==> src/rtl/bcs_pkg.sv <==
// bcs_pkg: shared types and constants for the bilinear crop scaler.
// No dependencies; every rtl file imports it.
`default_nettype none

package bcs_pkg;

	// configuration register indexes
	localparam logic [2:0] REG_CROP_TOP    = 3'd0;
	localparam logic [2:0] REG_CROP_BOTTOM = 3'd1;
	localparam logic [2:0] REG_CROP_LEFT   = 3'd2;
	localparam logic [2:0] REG_CROP_RIGHT  = 3'd3;
	localparam logic [2:0] REG_OUT_COLS    = 3'd4;
	localparam logic [2:0] REG_OUT_ROWS    = 3'd5;
	localparam logic [2:0] REG_BAND_SELECT = 3'd6;

	// input item function codes
	localparam logic FUNC_WRITE   = 1'b0;
	localparam logic FUNC_COMPUTE = 1'b1;

	// queue entry operation codes
	localparam logic [1:0] OP_WRITE = 2'd0;
	localparam logic [1:0] OP_BLEND = 2'd1;
	localparam logic [1:0] OP_ERR   = 2'd2;

	localparam int COORD_W  = 12;
	localparam int SPAN_W   = 9;
	localparam int NUM_W    = COORD_W + SPAN_W;
	localparam int SIZE_W   = 13;
	localparam int DIV_STEP = 8;
	localparam int QDEPTH   = 4;

	localparam logic [1:0] K_FIRST = 2'd0;
	localparam logic [1:0] K_LAST  = 2'd3;

	typedef struct packed {
		logic [7:0]  crop_top;
		logic [8:0]  crop_bottom;
		logic [7:0]  crop_left;
		logic [8:0]  crop_right;
		logic [12:0] out_cols;
		logic [12:0] out_rows;
		logic [5:0]  band_select;
	} cfg_t;

endpackage

`default_nettype wire

==> src/rtl/bcs_queue.sv <==
// bcs_queue: short FIFO of decoded operations between front and back.
// Depends on bcs_pkg for its depth.
`default_nettype none

module bcs_queue import bcs_pkg::*; #(
	parameter int W = 8
) (
	input  wire logic         clk,
	input  wire logic         arst_n,
	input  wire logic         push,
	input  wire logic [W-1:0] push_data,
	output logic              full,
	input  wire logic         pop,
	output logic              head_valid,
	output logic [W-1:0]      head
);

	localparam int PW = $clog2(QDEPTH);

	logic [W-1:0]  slot_q [QDEPTH];
	logic [PW-1:0] wr_ptr_q, rd_ptr_q;
	logic [PW:0]   count_q;

	assign full       = (count_q == (PW+1)'(QDEPTH));
	assign head_valid = (count_q != '0);
	assign head       = slot_q[rd_ptr_q];

	always_ff @(posedge clk) begin
		if (push) slot_q[wr_ptr_q] <= push_data;
	end

	always_ff @(posedge clk or negedge arst_n) begin
		if (!arst_n) begin
			wr_ptr_q <= '0;
			rd_ptr_q <= '0;
			count_q  <= '0;
		end else begin
			if (push) wr_ptr_q <= wr_ptr_q + 1'b1;
			if (pop)  rd_ptr_q <= rd_ptr_q + 1'b1;
			count_q <= count_q + (PW+1)'(push) - (PW+1)'(pop);
		end
	end

endmodule

`default_nettype wire

==> config.mk <==
export PLATFORM = sky130hd
export DESIGN_NAME = bcs_queue
export DESIGN_NICKNAME = d
export VERILOG_FILES = /design/src/rtl/bcs_pkg.sv /design/src/rtl/bcs_queue.sv
export SDC_FILE = /design/constraint.sdc
export NUM_CORES = 1
export LEC_CHECK = 0
export BUFFER_PORTS_ARGS = -buffer_cell sky130_fd_sc_hd__buf_2
export CORE_MARGIN = 5
export CORE_UTILIZATION = 40
export DETAILED_ROUTE_END_ITERATION = 16
export HOLD_SLACK_MARGIN = 0.05
export PLACE_DENSITY_LB_ADDON = 0.05
export SYNTH_ARGS = -nofsm -noshare
export SYNTH_HDL_FRONTEND = slang
export SYNTH_SLANG_ARGS = --single-unit
==> constraint.sdc <==
create_clock -name clk -period 2.8 [get_ports clk]
set_input_delay 0 -clock clk [delete_from_list [all_inputs] [get_ports clk]]
set_output_delay 0 -clock clk [all_outputs]
set_load 0.01 [all_outputs]
* Word level (Yosys, flattened, before mapping)
Memories as Yosys holds them, arrays and structs flattened. Index checks and enable logic that the tools add are counted.
Word-level totals: flip-flop bits (word level) 7, bits in writable memories 32, input port bits 12, output and inout bits 10, word-level logic and storage cells 12, memories 1
Cells by class: $add $sub $neg 4, equal/unequal tests 1, mux-type cells 2, reductions and logical operators 1
Memory list:
- slot_q | words 4, bits a word 8, rd ports 1, clocked after memory_dff 0, write ports 1, line bcs_queue.sv:20 | logic [W-1:0] slot_q [QDEPTH];
Operators with widths (number):
- $add 2x1->2 const B | 2
- $add 3x1->3 | 1
- $eq 3x3->1 const B | 1
- $reduce_bool 3->1 | 1
- $sub 3x1->3 | 1
- $mux 1 | 2

* Longest topological paths before layout
Gate-level depths: netlist (run 1).
depth in word-level cells 2, depth in mapped cells 7, mapped depth without buffers 7

* Least setup slack after synthesis (run 1)
Ideal clock, no wire load.
path kind register to register, from register count_q[0], to register count_q[2], setup time 0.123 ns, data arrival time 1.451 ns, required time 2.677 ns, slack 1.226 ns, cell stages (with the launch flop) 8, buffers on the path 0, clock period less this slack 1.574 ns, cells stage by stage dfrtp_1 > inv_1 > ha_1 > inv_1 > ha_1 > fa_1 > xor2_1 > xnor2_1
On the way: word-level cells in the longest chain between the ends 2
RTL lines:
- start: declaration | line bcs_queue.sv:22 | logic [PW:0] count_q;
- start signal: assignment | line bcs_queue.sv:40 | count_q <= count_q + (PW+1)'(push) - (PW+1)'(pop);
- $add 3x1->3 | line bcs_queue.sv:40
- $sub 3x1->3 | line bcs_queue.sv:40
No other way between the ends. A chain may end at the register's enable or synchronous reset.

* Worst setup path in the final report (run 1)
from register rd_ptr_q[0], to output head[2]
On the way: word-level cells in the longest chain between the ends 1
RTL lines:
- start: declaration | line bcs_queue.sv:21 | logic [PW-1:0] wr_ptr_q, rd_ptr_q;
- start signal: assignment | line bcs_queue.sv:39 | if (pop) rd_ptr_q <= rd_ptr_q + 1'b1;
- $mem_v2 4x8
- end: declaration | line bcs_queue.sv:15 | output logic [W-1:0] head
No other way between the ends.

==> metrics, run 1 <==
clock root buffer=sky130_fd_sc_hd__clkbuf_8; dominant synthesized flop cell=sky130_fd_sc_hd__edfxtp_1; maximum number of pins on one net before global-route repair=12; Vert. Die Dim=72.13 um; area of combinational cells with multiple inputs=369.1 sq um; wire length of the first global-routing pass=3953 um; number of global-route vias before repair=829; Syn Area/Cell=20.32 sq um; worst max-slew margin expressed relative to the limit=0.6005; area of the die=0.005203 sq mm; Congestion Overflow GR=0; Crit path arrival time=1.74 ns; cell types occupying the most area after synthesis=sky130_fd_sc_hd__edfxtp_1 62%, sky130_fd_sc_hd__mux4_2 12%, sky130_fd_sc_hd__dfrtp_1 11%; Clk Latency, worst-skew pair=0.28 ns; antenna-violating nets left=0; Tightest Pin Transition=0.5993 ns; number of distinct standard cells referenced by the synthesized netlist=15; unrepaired setup endpoints after global routing=false; sequential share of power=0.488; number of top-level design ports=22; GP Congestion=0.7445; detailed-route wire length=2451 um; Post-synth EDFFs=32; number of violations reported at the end of detailed-routing iteration 0=65; post-detailed-placement half-perimeter wirelength=1674 um; maximum ir drop on the vdd rail=536.1 uV; number of warning messages in the yosys log=0; power density normalized to cell area=962.5 mW/mm^2; Sequential cell area=0.001136 sq mm; clock transition at the registers of the reported paths=0.07 ns; Reg2Reg Depth=7; hold_ws=0.07888 ns; detailed-routing iteration count for the pre-antenna-repair pass=2; Layout Skew=0.005501 ns; routed via count=757; top achievable clock speed=0.5735 GHz; Max FO, Critical Path=10; Initial Utilization=0.4186; combinational fraction of design power=0.275; Min-Delay Path Class=in -> async; sequential element share of the synthesized area=0.7358; required time worst endpoint=2.80 ns; number of buffers inserted by port buffering=21; cell area after synthesis=0.001544 sq mm; Vias/cell=4.702; shortest period the worst path allows=1.744 ns; biggest area consumer among synthesized cells=sky130_fd_sc_hd__edfxtp_1; TritonCTS clock tree=built; layout cells sized above 1=0.3097; Area growth, synth to finish=23.42%; Final Net Count=132; number of buffers added by the clock tree synthesis step=5; synthesized flop and latch total=39; antenna fix cells=0; Worst Setup Path Type=reg -> out; Syn Nets=95; most common cell in the synthesized netlist=sky130_fd_sc_hd__edfxtp_1; commonest cells in the netlist=32 x sky130_fd_sc_hd__edfxtp_1, 8 x sky130_fd_sc_hd__mux4_2, 7 x sky130_fd_sc_hd__dfrtp_1, 6 x sky130_fd_sc_hd__ha_1, 6 x sky130_fd_sc_hd__inv_1; post-cts resize count=0; period utilisation layout=0.6228; proportion of synthesized flip-flops having asynchronous set or reset=0.1795; Leak Pwr=0.7306 nW; Setup TNS=0 ns; Die Span X=72.13 um; Max-Cap Viols=0; number of standard cells after synthesis=76; number of clock sinks=39; final setup violation count=0; internal cell power=0.001312 W; Max clock buf depth=2; H-tree Lvls=2; GRT Overall Usage=0.1061; Final Hold Fails=0; total core area=0.003689 sq mm; switching share of power=0.2848; total net switching power=0.0005224 W; routed length per placed instance=15.22 um; fillcell total=329; std cell rows=22; final-report max-slew violation count=0; Clk pwr share=0.237; DRC violation count after routing=0; critical path capture point type=output port; launching element type of the critical path=register; area share of the leading cell type in the synthesized netlist=0.6224; number of antenna violations at the first check in global routing=0; result of the run=completed
## routing by layer
layer,global-route usage,vias up,routed length [um]
met2,0.1689,17,1245
met3,0.03740,4,138
met1,0.1259,377,1040
met5,0,-,0
li1,-,359,-
met4,0.05637,0,27
## cells by family after synthesis
group / Yosys count / synth area share
buffers and inverters: 8 / 0.02512
adder cells (fa/ha/maj): 7 / 0.06159
flip-flops: 39 / 0.7358
AND/OR/NAND/NOR: 8 / 0.02918
XOR/XNOR: 5 / 0.02837
multiplexers: 8 / 0.1167
AO/OA/AOI/OAI: 1 / 0.003238
## power groups by stage
| stage | Sequential [W] | Combinational, W | Clock (W) |
|---|---|---|---|
| 2_1_floorplan | 0.000829 | 0.000419 | 0 |
| 3_3_place_gp | 0.000910 | 0.000488 | 0 |
| 3_5_place_dp | 0.000914 | 0.000510 | 0 |
| 4_1_cts | 0.000903 | 0.000518 | 0.000451 |
| 5_1_grt | 0.000922 | 0.000565 | 0.000477 |
| 6_report | 0.000895 | 0.000504 | 0.000435 |
## cell type report
type | instances | area share
multi-input cells | 29 | 0.1937
well taps | 48 | 0.03152
inverters | 6 | 0.01182
clock buffers | 6 | 0.03808
repair buffers | 32 | 0.1129
clock inverters | 1 | 0.01576
flip-flops and latches | 39 | 0.5962
## repair_timing
item,4_1_cts,5_1_grt
hold buffers,11,0
setup endpoints to repair,0,0
endpoints found under the hold margin,43,0
setup buffers,0,0
## path summary, 6_finish.rpt
kind,end,slack [ns],from
worst min register to register,count_q[2],0.50,count_q[2]
worst max register to register,count_q[2],1.16,count_q[0]
worst min-delay path,rd_ptr_q[1],0.08,arst_n
min in group clk,slot_q[0][7],0.47,push_data[7]
worst max-delay path,head[2],1.06,rd_ptr_q[0]
max in group asynchronous,count_q[2],2.57,arst_n
## per-stage QoR
step	instance area, sq um	util	power (W)	cells	worst slack [ns]
6_report	1906	0.5166	0.001834	161	1.056
5_1_grt	1906	0.5166	0.001965	161	0.9178
4_1_cts	1906	0.5166	0.001871	161	0.9979
3_5_place_dp	1693	0.4590	0.001424	143	1.155
3_3_place_gp	1693	0.4590	0.001398	143	1.207
2_1_floorplan	1544	-	0.001248	76	1.226
## worst max-delay path: stages (launching register included)
cell                      delay, ns
sky130_fd_sc_hd__dfrtp_1       0.73
sky130_fd_sc_hd__mux4_2        0.59
sky130_fd_sc_hd__buf_2         0.16
## state kept, by name (all words and copies together), names as in the netlist
| signal | cells |
|---|---|
| rd_ptr_q | 2 |
| wr_ptr_q | 2 |
| count_q | 3 |
| slot_q | 32 |
## placed cells by master (no fill, tap or decap), drive strengths merged, types with 2 or more instances in the layout
cell type	instances
dfrtp	7
nand2	2
xor2	3
clkbuf	6
edfxtp	32
ha	6
inv	6
dlygate4sd3	11
xnor2	2
mux4	8
buf	21
and2	4
Note: power is estimated with default switching activity, not from simulation.
==> run 2, diff against run 1 <==
- ABC_AREA: default -> 1
- clock period: 2.8 -> 1.59 ns (I/O delays scaled with it)
==> metrics, run 2 <==
cell family with the largest share of critical-path delay=adder cells; slowest library cell on the worst path=sky130_fd_sc_hd__dfrtp_1; Tightest Pin Transition=0.3908 ns; final-report max-slew violation count=0; highest-count cells in the layout ignoring fill and taps=41 x sky130_fd_sc_hd__inv_1, 41 x sky130_fd_sc_hd__nand2_1, 32 x sky130_fd_sc_hd__edfxtp_1; Congestion Overflow GR=0; combinational fraction of design power=0.408; Min-Delay Path Class=in -> async; total design power=0.003615 W; H-tree Lvls=2; GRT Overall Usage=0.1197; synthesized flop and latch total=39; layout cells sized above 1=0.2570; TritonCTS clock tree=built; cell types occupying the most area after synthesis=sky130_fd_sc_hd__edfxtp_1 53%, sky130_fd_sc_hd__dfrtp_1 9.7%, sky130_fd_sc_hd__inv_1 9.2%; antenna-violating nets left=0; Max FO, Critical Path=2; post-detailed-placement half-perimeter wirelength=2247 um; proportion of synthesized flip-flops having asynchronous set or reset=0.1795; internal cell power=0.002257 W; Vert. Die Dim=77.07 um; worst max-slew margin expressed relative to the limit=0.7392; Initial Utilization=0.4132; clock root buffer=sky130_fd_sc_hd__clkbuf_8; maximum number of pins on one net before global-route repair=17; Post-synth EDFFs=32; Most flops, register=slot_q; worst-path cell chain=inv_2, ha_4, inv_2, ha_4, fa_2, nand2_2, nand2_1, nand2_1, nand2_1; Syn Nets=190; Area growth, synth to finish=22.46%; Max clock buf depth=2; worst stage delay on the critical path=0.36 ns; DRC violation count after routing=0; Clk pwr share=0.175; area share of the leading cell type in the synthesized netlist=0.5341; number of violations reported at the end of detailed-routing iteration 0=50; launching element type of the critical path=register; total net switching power=0.001358 W; Die Span X=77.07 um; clock transition at the registers of the reported paths=0.08 ns; number of buffers inserted by port buffering=21; dominant synthesized flop cell=sky130_fd_sc_hd__edfxtp_1; area of combinational cells with multiple inputs=465.4 sq um; routed via count=1,163; sequential share of power=0.417; Clk Latency, worst-skew pair=0.29 ns; hold_ws=0.06626 ns; Largest register FFs=32; Layout Skew=0.01072 ns; Final Hold Fails=0; Syn Area/Cell=10.52 sq um; period utilisation layout=0.9746; Crit path arrival time=1.74 ns; number of top-level design ports=22; number of buffers and inverters on the critical path=2; routed length per placed instance=12.06 um; number of warning messages in the yosys log=0; result of the run=completed; most common cell in the synthesized netlist=sky130_fd_sc_hd__inv_1; power density normalized to cell area=1641 mW/mm^2; number of standard cells after synthesis=171; number of buffers added by the clock tree synthesis step=5; Sequential cell area=0.001136 sq mm; Final Net Count=232; Vias/cell=4.372; detailed-route wire length=3209 um; reg2reg setup slack=0.04 ns; maximum ir drop on the vdd rail=880.7 uV; final setup violation count=0; required time worst endpoint=1.78 ns; unrepaired setup endpoints after global routing=true; Max-Cap Viols=0; number of clock sinks=39; commonest cells in the netlist=44 x sky130_fd_sc_hd__inv_1, 43 x sky130_fd_sc_hd__nand2_1, 32 x sky130_fd_sc_hd__edfxtp_1, 18 x sky130_fd_sc_hd__nand3_1, 8 x sky130_fd_sc_hd__nand2_2; std cell rows=24; area of the die=0.005939 sq mm; detailed-routing iteration count for the pre-antenna-repair pass=2; largest registers=slot_q (32), count_q (3); critical path capture point type=register; biggest area consumer among synthesized cells=sky130_fd_sc_hd__edfxtp_1; Worst Setup Path Type=reg -> reg; Layout Utilization=0.5060; top achievable clock speed=0.6453 GHz; sequential element share of the synthesized area=0.6314; number of distinct standard cells referenced by the synthesized netlist=17; total core area=0.004354 sq mm; switching share of power=0.3757; Leak Pwr=1.079 nW; antenna fix cells=0; fillcell total=409; cell area after synthesis=0.001799 sq mm; number of global-route vias before repair=1,187; wire length of the first global-routing pass=5520 um; CP most frequent cell=sky130_fd_sc_hd__nand2_1; GP Congestion=0.7133; shortest period the worst path allows=1.550 ns; number of antenna violations at the first check in global routing=0
==> run 2: power by group through the flow <==
stage | combinational (W) | sequential [W] | clock [W]
5_1_grt | 0.00169 | 0.00154 | 0.000711
4_1_cts | 0.00144 | 0.00151 | 0.000655
3_3_place_gp | 0.00135 | 0.00152 | 0
2_1_floorplan | 0.00104 | 0.00146 | 0
3_5_place_dp | 0.00141 | 0.00153 | 0
6_report | 0.00148 | 0.00151 | 0.000633
==> run 2: path summary, 6_finish.rpt <==
path / from / endpoint / cells past startpoint
min in group clk: push_data[7] / slot_q[0][7] / 2
min: arst_n / count_q[2] / 2
max in group asynchronous: arst_n / wr_ptr_q[1] / 2
min reg2reg: count_q[2] / count_q[2] / 2
max reg2reg: count_q[0] / count_q[2] / 9
max: count_q[0] / count_q[2] / 9
==> run 2: logic make-up after synthesis <==
kind of cell | count (synthesis) | share of synthesized area
buf+inv | 51 | 0.1279
xor+xnor | 3 | 0.01461
fa+ha+maj | 7 | 0.05285
simple gates | 70 | 0.1704
compound gates | 1 | 0.002779
flops | 39 | 0.6314
==> run 2: through the flow <==
stage | instances | area (sq um) | setup TNS (ns) | setup slack (ns)
CTS | 265 | 2168 | 0 | 0.005517
finish | 266 | 2203 | 0 | 0.04041
detailed placement | 246 | 1969 | -0.03509 | -0.03509
global route | 266 | 2203 | -0.04569 | -0.04569
global placement | 246 | 1969 | 0 | 0.02489
floorplan | 171 | 1799 | 0 | 0.04985
==> run 2: final cells by class <==
type	count	area share
inverters	46	0.08064
flip-flops and latches	39	0.5156
multi-input cells	81	0.2112
repair buffers	40	0.1249
well taps	52	0.02953
clock inverters	3	0.006814
clock buffers	5	0.03123
==> run 2: what timing repair did <==
| action | in CTS | in global routing |
|---|---|---|
| hold endpoints to repair | 43 | 0 |
| cloned | 0 | 0 |
| setup endpoints to repair | 1 | 1 |
| resized for setup | 3 | 6 |
| pin swaps | 2 | 4 |
| buffers inserted | 0 | 1 |
| hold buffers | 11 | 0 |
==> run 2: metal layers <==
layer,GRT usage,vias up,share of wire
met1,0.1325,536,0.42
met2,0.2131,18,0.52
met3,0.04333,6,0.043
li1,-,603,-
met4,0.03608,0,0.016
met5,0,-,0
