--- config.mk ---
export PLATFORM = sky130hd
export DESIGN_NAME = bcs_front
export DESIGN_NICKNAME = d
export VERILOG_FILES = /design/src/rtl/bcs_pkg.sv /design/src/rtl/bcs_front.sv
export SDC_FILE = /design/constraint.sdc
export NUM_CORES = 1
export LEC_CHECK = 0
export BUFFER_PORTS_ARGS = -buffer_cell sky130_fd_sc_hd__buf_4
export CAP_MARGIN = 20
export CORE_MARGIN = 3
export CORE_UTILIZATION = 30
export CTS_CLUSTER_DIAMETER = 100
export CTS_CLUSTER_SIZE = 25
export DETAILED_ROUTE_END_ITERATION = 6
export GPL_TIMING_DRIVEN = 0
export PLACE_DENSITY_LB_ADDON = 0.08
export REMOVE_ABC_BUFFERS = 1
export SLEW_MARGIN = 20
export SYNTH_ARGS = -nofsm -noshare
export SYNTH_HDL_FRONTEND = slang
export SYNTH_SLANG_ARGS = --single-unit
--- constraint.sdc ---
create_clock -name clk -period 56.6 [get_ports clk]
set_clock_uncertainty 0.15 [all_clocks]
set_input_delay 2.83 -clock clk [delete_from_list [all_inputs] [get_ports clk]]
set_output_delay 2.83 -clock clk [all_outputs]
set_load 0.03 [all_outputs]
--- src/rtl/bcs_pkg.sv ---
// bcs_pkg: shared types and constants for the bilinear crop scaler.
// No dependencies; every rtl file imports it.
`default_nettype none

package bcs_pkg;

	// configuration register indexes
	localparam logic [2:0] REG_CROP_TOP    = 3'd0;
	localparam logic [2:0] REG_CROP_BOTTOM = 3'd1;
	localparam logic [2:0] REG_CROP_LEFT   = 3'd2;
	localparam logic [2:0] REG_CROP_RIGHT  = 3'd3;
	localparam logic [2:0] REG_OUT_COLS    = 3'd4;
	localparam logic [2:0] REG_OUT_ROWS    = 3'd5;
	localparam logic [2:0] REG_BAND_SELECT = 3'd6;

	// input item function codes
	localparam logic FUNC_WRITE   = 1'b0;
	localparam logic FUNC_COMPUTE = 1'b1;

	// queue entry operation codes
	localparam logic [1:0] OP_WRITE = 2'd0;
	localparam logic [1:0] OP_BLEND = 2'd1;
	localparam logic [1:0] OP_ERR   = 2'd2;

	localparam int COORD_W  = 12;
	localparam int SPAN_W   = 9;
	localparam int NUM_W    = COORD_W + SPAN_W;
	localparam int SIZE_W   = 13;
	localparam int DIV_STEP = 8;
	localparam int QDEPTH   = 4;

	localparam logic [1:0] K_FIRST = 2'd0;
	localparam logic [1:0] K_LAST  = 2'd3;

	typedef struct packed {
		logic [7:0]  crop_top;
		logic [8:0]  crop_bottom;
		logic [7:0]  crop_left;
		logic [8:0]  crop_right;
		logic [12:0] out_cols;
		logic [12:0] out_rows;
		logic [5:0]  band_select;
	} cfg_t;

endpackage

`default_nettype wire

--- src/rtl/bcs_front.sv ---
// bcs_front: accepts input beats, drops bad writes, maps compute items into the
// crop window (iterative divider) and builds blend weights. Depends on bcs_pkg.
`default_nettype none

module bcs_front import bcs_pkg::*; #(
	parameter int MAX_WIDTH  = 256,
	parameter int MAX_HEIGHT = 256,
	parameter int NUM_BANDS  = 4,
	parameter int FRAC_BITS  = 8,
	parameter int EW         = 8
) (
	input  wire logic               clk,
	input  wire logic               arst_n,
	input  wire cfg_t               cfg,
	input  wire logic               in_valid,
	output logic                    in_ready,
	input  wire logic               func,
	input  wire logic [COORD_W-1:0] row,
	input  wire logic [COORD_W-1:0] col,
	input  wire logic [1:0]         band,
	input  wire logic [7:0]         pixel_in,
	output logic                    q_push,
	output logic [EW-1:0]           q_data,
	input  wire logic               q_full
);

	localparam int RW       = $clog2(MAX_HEIGHT);
	localparam int CW       = $clog2(MAX_WIDTH);
	localparam int QW       = ((NUM_W + FRAC_BITS + DIV_STEP - 1) / DIV_STEP) * DIV_STEP;
	localparam int DIV_ITER = QW / DIV_STEP;
	localparam int ITW      = $clog2(DIV_ITER);
	localparam int AW       = QW - FRAC_BITS + 1;
	localparam int WW       = 2 * FRAC_BITS + 1;
	localparam logic [AW-1:0] LIM_Y = AW'(MAX_HEIGHT - 1);
	localparam logic [AW-1:0] LIM_X = AW'(MAX_WIDTH - 1);
	localparam logic [ITW-1:0] IT_LAST = ITW'(DIV_ITER - 1);

	localparam logic [1:0] FS_IDLE = 2'd0;
	localparam logic [1:0] FS_DIV  = 2'd1;
	localparam logic [1:0] FS_WGT  = 2'd2;
	localparam logic [1:0] FS_PUSH = 2'd3;

	logic               inq_vld_q, inq_func_q;
	logic [COORD_W-1:0] inq_row_q, inq_col_q;
	logic [1:0]         inq_band_q;
	logic [7:0]         inq_pix_q;

	logic [1:0]        fs_q;
	logic [ITW-1:0]    it_q;
	logic [QW-1:0]     dq_q  [2];
	logic [SIZE_W-1:0] rem_q [2];
	logic [EW-1:0]     ent_q;

	logic [SPAN_W-1:0] span [2];
	logic [NUM_W-1:0]  prod [2];
	logic [QW-1:0]     dq_nx  [2];
	logic [SIZE_W-1:0] rem_nx [2];
	logic [AW-1:0]     lo [2];
	logic [AW-1:0]     hi [2];
	logic [FRAC_BITS-1:0] frac [2];
	logic [SIZE_W-1:0] size [2];
	logic [7:0]        start [2];
	logic [8:0]        stop [2];
	logic [AW-1:0]     lim [2];
	logic [WW-1:0]     w00, w01, w10, w11;
	logic              oob, wr_ok, take, push_direct;
	logic [EW-1:0]     ent_direct;

	assign start[0] = cfg.crop_top;
	assign stop[0]  = cfg.crop_bottom;
	assign size[0]  = cfg.out_rows;
	assign lim[0]   = LIM_Y;
	assign start[1] = cfg.crop_left;
	assign stop[1]  = cfg.crop_right;
	assign size[1]  = cfg.out_cols;
	assign lim[1]   = LIM_X;

	always_comb begin
		for (int a = 0; a < 2; a++) begin
			span[a] = (stop[a] > {1'b0, start[a]}) ? stop[a] - {1'b0, start[a]} : '0;
		end
		prod[0] = NUM_W'(inq_row_q) * NUM_W'(span[0]);
		prod[1] = NUM_W'(inq_col_q) * NUM_W'(span[1]);
	end

	// radix-2 restoring division, DIV_STEP bits per cycle
	always_comb begin
		logic [SIZE_W:0]   t;
		logic [SIZE_W-1:0] r;
		logic [QW-1:0]     d;
		for (int a = 0; a < 2; a++) begin
			r = rem_q[a];
			d = dq_q[a];
			for (int s = 0; s < DIV_STEP; s++) begin
				t = {r, d[QW-1]};
				d = {d[QW-2:0], 1'b0};
				if (t >= {1'b0, size[a]}) begin
					t    = t - {1'b0, size[a]};
					d[0] = 1'b1;
				end
				r = t[SIZE_W-1:0];
			end
			dq_nx[a]  = d;
			rem_nx[a] = r;
		end
	end

	// base and next neighbor, clamped to the window's last index
	always_comb begin
		logic [AW-1:0] last, base;
		for (int a = 0; a < 2; a++) begin
			last = (stop[a] > {1'b0, start[a]}) ? AW'(stop[a] - 9'd1) : AW'(start[a]);
			if (last > lim[a]) last = lim[a];
			base = AW'(start[a]) + AW'(dq_q[a][QW-1:FRAC_BITS]);
			if (base > last) base = last;
			lo[a]   = base;
			hi[a]   = (base + 1'b1 > last) ? last : base + 1'b1;
			frac[a] = dq_q[a][FRAC_BITS-1:0];
		end
	end

	always_comb begin
		logic [FRAC_BITS:0] sx, sy, fx, fy;
		fx  = {1'b0, frac[1]};
		fy  = {1'b0, frac[0]};
		sx  = {1'b1, {FRAC_BITS{1'b0}}} - fx;
		sy  = {1'b1, {FRAC_BITS{1'b0}}} - fy;
		w00 = WW'(sx * sy);
		w01 = WW'(fx * sy);
		w10 = WW'(sx * fy);
		w11 = WW'(fx * fy);
	end

	assign oob   = ({1'b0, inq_row_q} >= cfg.out_rows) ||
	               ({1'b0, inq_col_q} >= cfg.out_cols);
	assign wr_ok = ({1'b0, inq_row_q} < SIZE_W'(MAX_HEIGHT)) &&
	               ({1'b0, inq_col_q} < SIZE_W'(MAX_WIDTH)) &&
	               ({1'b0, inq_band_q} < 3'(NUM_BANDS));

	always_comb begin
		take = 1'b0;
		if (inq_vld_q && fs_q == FS_IDLE) begin
			if (inq_func_q == FUNC_WRITE) take = !wr_ok || !q_full;
			else                          take = !oob || !q_full;
		end
	end

	assign push_direct = take && (inq_func_q == FUNC_WRITE ? wr_ok : oob);
	assign ent_direct  = {(inq_func_q == FUNC_WRITE) ? OP_WRITE : OP_ERR,
	                      inq_band_q, inq_pix_q, inq_row_q[RW-1:0], RW'(0),
	                      inq_col_q[CW-1:0], CW'(0), (4*WW)'(0)};
	assign q_push   = push_direct || (fs_q == FS_PUSH && !q_full);
	assign q_data   = (fs_q == FS_PUSH) ? ent_q : ent_direct;
	assign in_ready = !inq_vld_q || take;

	always_ff @(posedge clk) begin
		if (in_valid && in_ready) begin
			inq_func_q <= func;
			inq_row_q  <= row;
			inq_col_q  <= col;
			inq_band_q <= band;
			inq_pix_q  <= pixel_in;
		end
		for (int a = 0; a < 2; a++) begin
			if (take && inq_func_q == FUNC_COMPUTE && !oob) begin
				dq_q[a]  <= QW'({prod[a], {FRAC_BITS{1'b0}}});
				rem_q[a] <= '0;
			end else if (fs_q == FS_DIV) begin
				dq_q[a]  <= dq_nx[a];
				rem_q[a] <= rem_nx[a];
			end
		end
		if (fs_q == FS_WGT) begin
			ent_q <= {OP_BLEND, 2'd0, 8'd0, lo[0][RW-1:0], hi[0][RW-1:0],
			          lo[1][CW-1:0], hi[1][CW-1:0], w00, w01, w10, w11};
		end
	end

	always_ff @(posedge clk or negedge arst_n) begin
		if (!arst_n) begin
			inq_vld_q <= 1'b0;
			fs_q      <= FS_IDLE;
			it_q      <= '0;
		end else begin
			if (in_ready) inq_vld_q <= in_valid;
			case (fs_q)
				FS_IDLE: begin
					it_q <= '0;
					if (take && inq_func_q == FUNC_COMPUTE && !oob) fs_q <= FS_DIV;
				end
				FS_DIV: begin
					it_q <= it_q + 1'b1;
					if (it_q == IT_LAST) fs_q <= FS_WGT;
				end
				FS_WGT: fs_q <= FS_PUSH;
				FS_PUSH: begin
					if (!q_full) fs_q <= FS_IDLE;
				end
				default: fs_q <= FS_IDLE;
			endcase
		end
	end

endmodule

`default_nettype wire

== After elaboration in Yosys (flattened, before gate mapping) ==
Memory sizes are Yosys's and may differ from the RTL's.
Cells that the tools add are included.
Word-level totals
  logic and storage cells: 135
  bits in writable memories: 90
  memories: 2
  output and inout bits: 10
  register bits: 38
  bits of input ports: 105
Cells by class
  multipliers: 3
  order comparisons: 22
  bitwise gates (word level): 4
  equal/unequal tests: 7
  multiplexer cells: 52
  reduce and logical (&&, ||, !) cells: 19
  add/subtract/negate cells: 19
Memory list
  dq_q: words 2, width 32, rd ports 2, clocked after memory_dff 0, write ports 2, line bcs_front.sv:50  | logic [QW-1:0] dq_q [2];
  rem_q: words 2, width 13, rd ports 2, clocked after memory_dff 0, write ports 2, line bcs_front.sv:51  | logic [SIZE_W-1:0] rem_q [2];
Operators with widths (number)
  13-bit 2-to-1 mux: 18
  14-bit by 13-bit >= comparator with 1-bit output: 16
  13-bit subtractor: 16
  32-bit 2-to-1 mux: 2
  12-bit by 9-bit multiplier with 21-bit output: 2
  12-bit by 13-bit >= comparator with 1-bit output: 2
  12-bit by 9-bit < comparator with 1-bit output, second input constant: 2
  1-bit 2-to-1 mux: 24
  9-bit by 8-bit > comparator with 1-bit output: 2
  9-bit 2-to-1 mux: 2
  9-bit by 8-bit subtractor with 9-bit output: 2
  8-bit by 8-bit multiplier with 8-bit output: 1
  8-bit 2-to-1 mux: 1
  2-bit case mux with 4 select lines: 1
  1-bit logical AND: 7
  2-bit equality test, second input constant: 3
  2-bit 2-to-1 mux: 3
  1-bit logical OR: 5
  1-bit logical NOT: 4
  2-bit by 1-bit inequality test with 1-bit output, second input constant: 2
  1-bit bitwise OR: 4
  2-bit case mux with 2 select lines: 1
  3-bit AND reduction: 1
  2-bit by 1-bit adder with 2-bit output, second input constant: 1
  4 further kinds: 4

== Longest topological paths before layout ==
An unclocked memory read counts as a cell.
  depth in word-level cells: 18
  mapped depth: 102
  depth with buffers taken out: 94

== Worst setup path before layout ==
OpenSTA, ideal clock, no wires.
  kind: input to register
  start: in cfg[15] (netlist bit)
  end: mem rem_q[0][1], data pin
  stages on the path: 98
  arrival: 22.776 ns
  path slack: 33.507 ns
  required time: 56.283 ns
  path buffers: 12
  cell sequence: inv_1 -> ha_1 -> buf_2 -> a21oi_1 -> o21ai_1 -> a2111oi_2 -> and2_1 -> clkbuf_1 -> nand2_1 -> o31ai_1 -> ha_1 -> a211o_1 -> a211o_1 -> o221ai_1 -> a21oi_1 -> nor2_1 -> buf_2 -> clkbuf_1 -> [62 not listed] -> nor2_1 -> o21ai_0 -> inv_1 -> fa_1 -> nand2_1 -> nand2_1 -> a21o_1 -> a221oi_1 -> o21bai_1 -> a21oi_1 -> o21bai_1 -> a221o_1 -> a21oi_1 -> and2_1 -> and3_1 -> clkbuf_1 -> nor3_1 -> a211oi_1
RTL lines
  start: declaration: line bcs_front.sv:14  | input wire cfg_t cfg,
  end: declaration: line bcs_front.sv:51

==> metrics.md <==
| Metric | Value |
|---|---|
| R2R depth | 86 |
| Total length of routed wires | between 70000 and 80000 um |
| Post-synthesis compound-gate area fraction | between 10% and 20% |
| Max cap viols | 0 |
| Worst Hold Class | register to register |
| Fmax | approximately 36 MHz |
| Clock tree from TritonCTS | done |
| Seq/Total Area, Yosys | 15.2% |
| Placed cell area | 27100 um^2 |
| Row Count | ~110 |
| FFs w/ async S/R, synth | under 10% |
| Vias in the first global route | ~22000 |
| PortBufs | between 90 and 100 |
| Worst reg2reg path startpoint | rem_q[0][8]$_SDFFCE_PN0P_ |
| RSZ-0062 raised after global routing | no |
| Root buffer cell | clkbuf_16 |
| Residual DRC | 0 |
| Max-slew violation count | 0 |
| Final TNS setup | 0 ns |
| Largest family of logic cells by synthesized area | adder cells |
| Most used cell, CP | o21ai_0 |
| Initial antenna violation count | 0 |
| Remaining antenna violation count | 0 |
| Final setup fails | 0 |
| Worst setup SP type | input pin |
| Clock buffer depth | 2 |
| Nets | approximately 3700 |
| Area of the core | just over 80000 um^2 |
| P&R area growth vs syn | 10.2% |
| RePlAce Congestion | between 0.8 and 0.9 |
| Post-route setup slack | just under 30 ns |
| Fin. Hold Viols | 0 |
| Worst setup path end | rem_q[0][12]$_SDFFCE_PN0P_ |
| CP arrival | 27.65 ns |
| WP data required | 56.68 ns |
| Fillers | between 8000 and 9000 |
| CTS Sinks | around 130 |
| Final non-filler cell area | 27800 um^2 |
| Slew HR | a little under a third |
| Crit end category | register |
| Wirelength per Cell | around 19 um |
| Post-CTS Setup Bufs | 0 |
| Worst-Skew Late Latency | 0.44 ns |
| Final min period | between 20 and 30 ns |
| Die X | ~300 um |
| GRT Resource Usage Total | a little under a fifth |
| CTS resizes | 0 |
| H-tree levels | 4 |
| Vias per cell | 5.19 |
| GR Overflow Total | 0 |
| Place WS | 28.73 ns |
| Pin count of the biggest net entering global routing | 56 |
| TritonRoute pass-1 iters | 5 |
| Outcome | finished, final reports clean |
| CP Launch Point | cfg[16] |
| Tcrit/Tclk final | 48.7% |
| Worst slew pin tran | slightly above 1 ns |
| Avg Synthesized Cell Area | 8.26 um^2 |
| Die Area | roughly 88000 um^2 |
| R2r endpoint | rem_q[0][12]$_SDFFCE_PN0P_ |
| Netlist cell types | between 90 and 100 |
| Post-synth EDFFs | about 120 |
| Crit path max-delay cell type | and3_1 |
| ANT cells | 0 |
| Simple-gate area share of the yosys netlist | a little under a fifth |
| First-pass GRT wire length | approximately 120000 um |
| Crit Path Max Fanout | 18 |
| Worst-path clk slew | ~0.070 ns |
| Crit path largest cell delay | 0.62 ns |
| Starting Density | a little under a third |
| Gate Count Post-Synth | 3050 |
| Share of cells above drive strength 1 | 7.91% |
| 1st-iter DRT viols | approximately 1400 |
| DP HPWL | 63100 um |
| Synth Area in Adders | between 30 and 40% |
| Cell Area, Synth | 25200 um^2 |
| Die height | about 300 um |
| Yosys reg bits | 128 |
| DR vias | 21630 |
| CP Class | input pin to register |
| Most used DFF post-synth | edfxtp_1 |
| Number of synthesis warnings | 0 |
| TritonCTS Buffers | 17 |
| R2R setup slack | between 30 and 40 ns |
| Xor/xnor share of the synthesized area | under 10% |
| Post-synthesis mux area share | 4.20% |
| Hold_buf cts | 0 |
| IO Pins | ~120 |
-- critical path: cells and delay by family --
family | cells | cell delay [ns]
adder cells (fa/ha/maj) | 8 | 2.90
multiplexers | 5 | 2.27
AO/OA/AOI/OAI | 49 | 12.84
AND/OR/NAND/NOR | 21 | 5.41
buffers and inverters | 5 | 1.37
-- cell usage after synthesis, types with 8 or more instances --
master	n	area share (%)
inv_1	370	5.5
ha_1	351	17
nand2_1	333	5.0
nor2_1	207	3.1
a21oi_1	203	4.0
o21ai_0	176	3.5
fa_1	172	14
xnor2_1	125	4.3
edfxtp_1	123	15
and2_1	115	2.9
clkbuf_1	64	0.95
mux2_2	62	2.8
a21o_1	60	1.8
nand4_1	55	1.4
xor2_1	55	1.9
nor3_1	52	1.0
nand3_1	42	0.83
nor2b_1	39	0.97
nand2b_1	37	0.92
mux2i_1	36	1.4
a21boi_0	35	1.0
o21a_1	28	0.83
o221ai_1	25	0.87
o21bai_1	23	0.69
buf_1	18	0.27
o31ai_1	17	0.51
a211oi_1	15	0.45
a211o_1	14	0.49
a31oi_1	13	0.32
and3_1	13	0.32
or2_2	13	0.32
nor4_1	10	0.25
o211ai_1	8	0.24
or3_1	8	0.20
-- cell type report --
class / instances / area, um^2 / share of cell area, %
multi-input combinational: 2461 / 19700 / 70.8
clock buffer: 17 / 425 / 1.53
inverter: 371 / 1390 / 5.01
timing repair buffer: 107 / 892 / 3.21
tap: 1070 / 1340 / 4.82
sequential: 128 / 3820 / 13.8
clock inverter: 15 / 231 / 0.833
-- cell families after synthesis --
logic type      count (synthesis)
buf+inv                       461
xor+xnor                      180
flops                         128
compound gates                704
simple gates                  956
fa+ha+maj                     523
mux                            98
-- cell usage in the layout, fill, tap and decap left out, types with 8 or more instances in the layout --
cell type  count
o21bai_1      23
o21a_1        28
mux2i_1       35
xor2_1        55
nand2_1      333
edfxtp_1     123
nand2b_1      36
nand4_1       55
xnor2_1      125
buf_4        100
clkbuf_16     17
a21oi_1      203
a31oi_1       13
nor2_1       205
o31ai_1       16
nand3_1       42
o21ai_0      176
mux2_2        62
a21boi_0      35
or2_2         12
fa_1         172
and2_1       115
o211ai_1       8
inv_1        370
nor4_1        10
and3_1        13
a211oi_1      15
a21o_1        60
nor3_1        52
a211o_1       14
ha_1         351
o221ai_1      25
nor2b_1       38
or3_1          8
-- worst min path at each step --
stage                          endpoint  cells after the start           startpoint
global route        it_q[1]$_DFFE_PN0P_                      1  it_q[1]$_DFFE_PN0P_
CTS                 it_q[0]$_DFFE_PN0P_                      1  it_q[0]$_DFFE_PN0P_
global placement    it_q[0]$_DFFE_PN0P_                      1  it_q[0]$_DFFE_PN0P_
finish              it_q[0]$_DFFE_PN0P_                      1  it_q[0]$_DFFE_PN0P_
floorplan           it_q[0]$_DFFE_PN0P_                      1  it_q[0]$_DFFE_PN0P_
detailed placement  it_q[0]$_DFFE_PN0P_                      1  it_q[0]$_DFFE_PN0P_
-- sequential cells by signal, indices dropped and copies added, names as in the netlist --
register    flops
dq_q           64
ent_q           8
fs_q            2
inq_col_q      12
inq_func_q      1
inq_row_q      12
inq_vld_q       1
it_q            2
rem_q          26
-- per-stage QoR --
stage          instances  utilization (%)  hold WS, ns
6_report            4169             33.6        0.353
5_1_grt             4169             33.6        0.384
4_1_cts             4169             33.6        0.356
3_5_place_dp        4137             32.8        0.343
3_3_place_gp        4128             32.6        0.321
2_1_floorplan       2960                -        0.303
-- routing by layer --
metal | vias up | global-route usage, % | wire (um) | share of wire (%)
li1 | 10689 | - | - | -
met1 | 10482 | 25.4 | 38800 | 49
met2 | 390 | 30.4 | 36400 | 46
met3 | 69 | 1.61 | 2490 | 3.1
met4 | 0 | 4.00 | 1410 | 1.8
met5 | - | 0 | 0 | 0
Power is left out: the tool's default activity adds up to more than one toggle a clock period on the data nets, which glitch-free logic cannot reach.
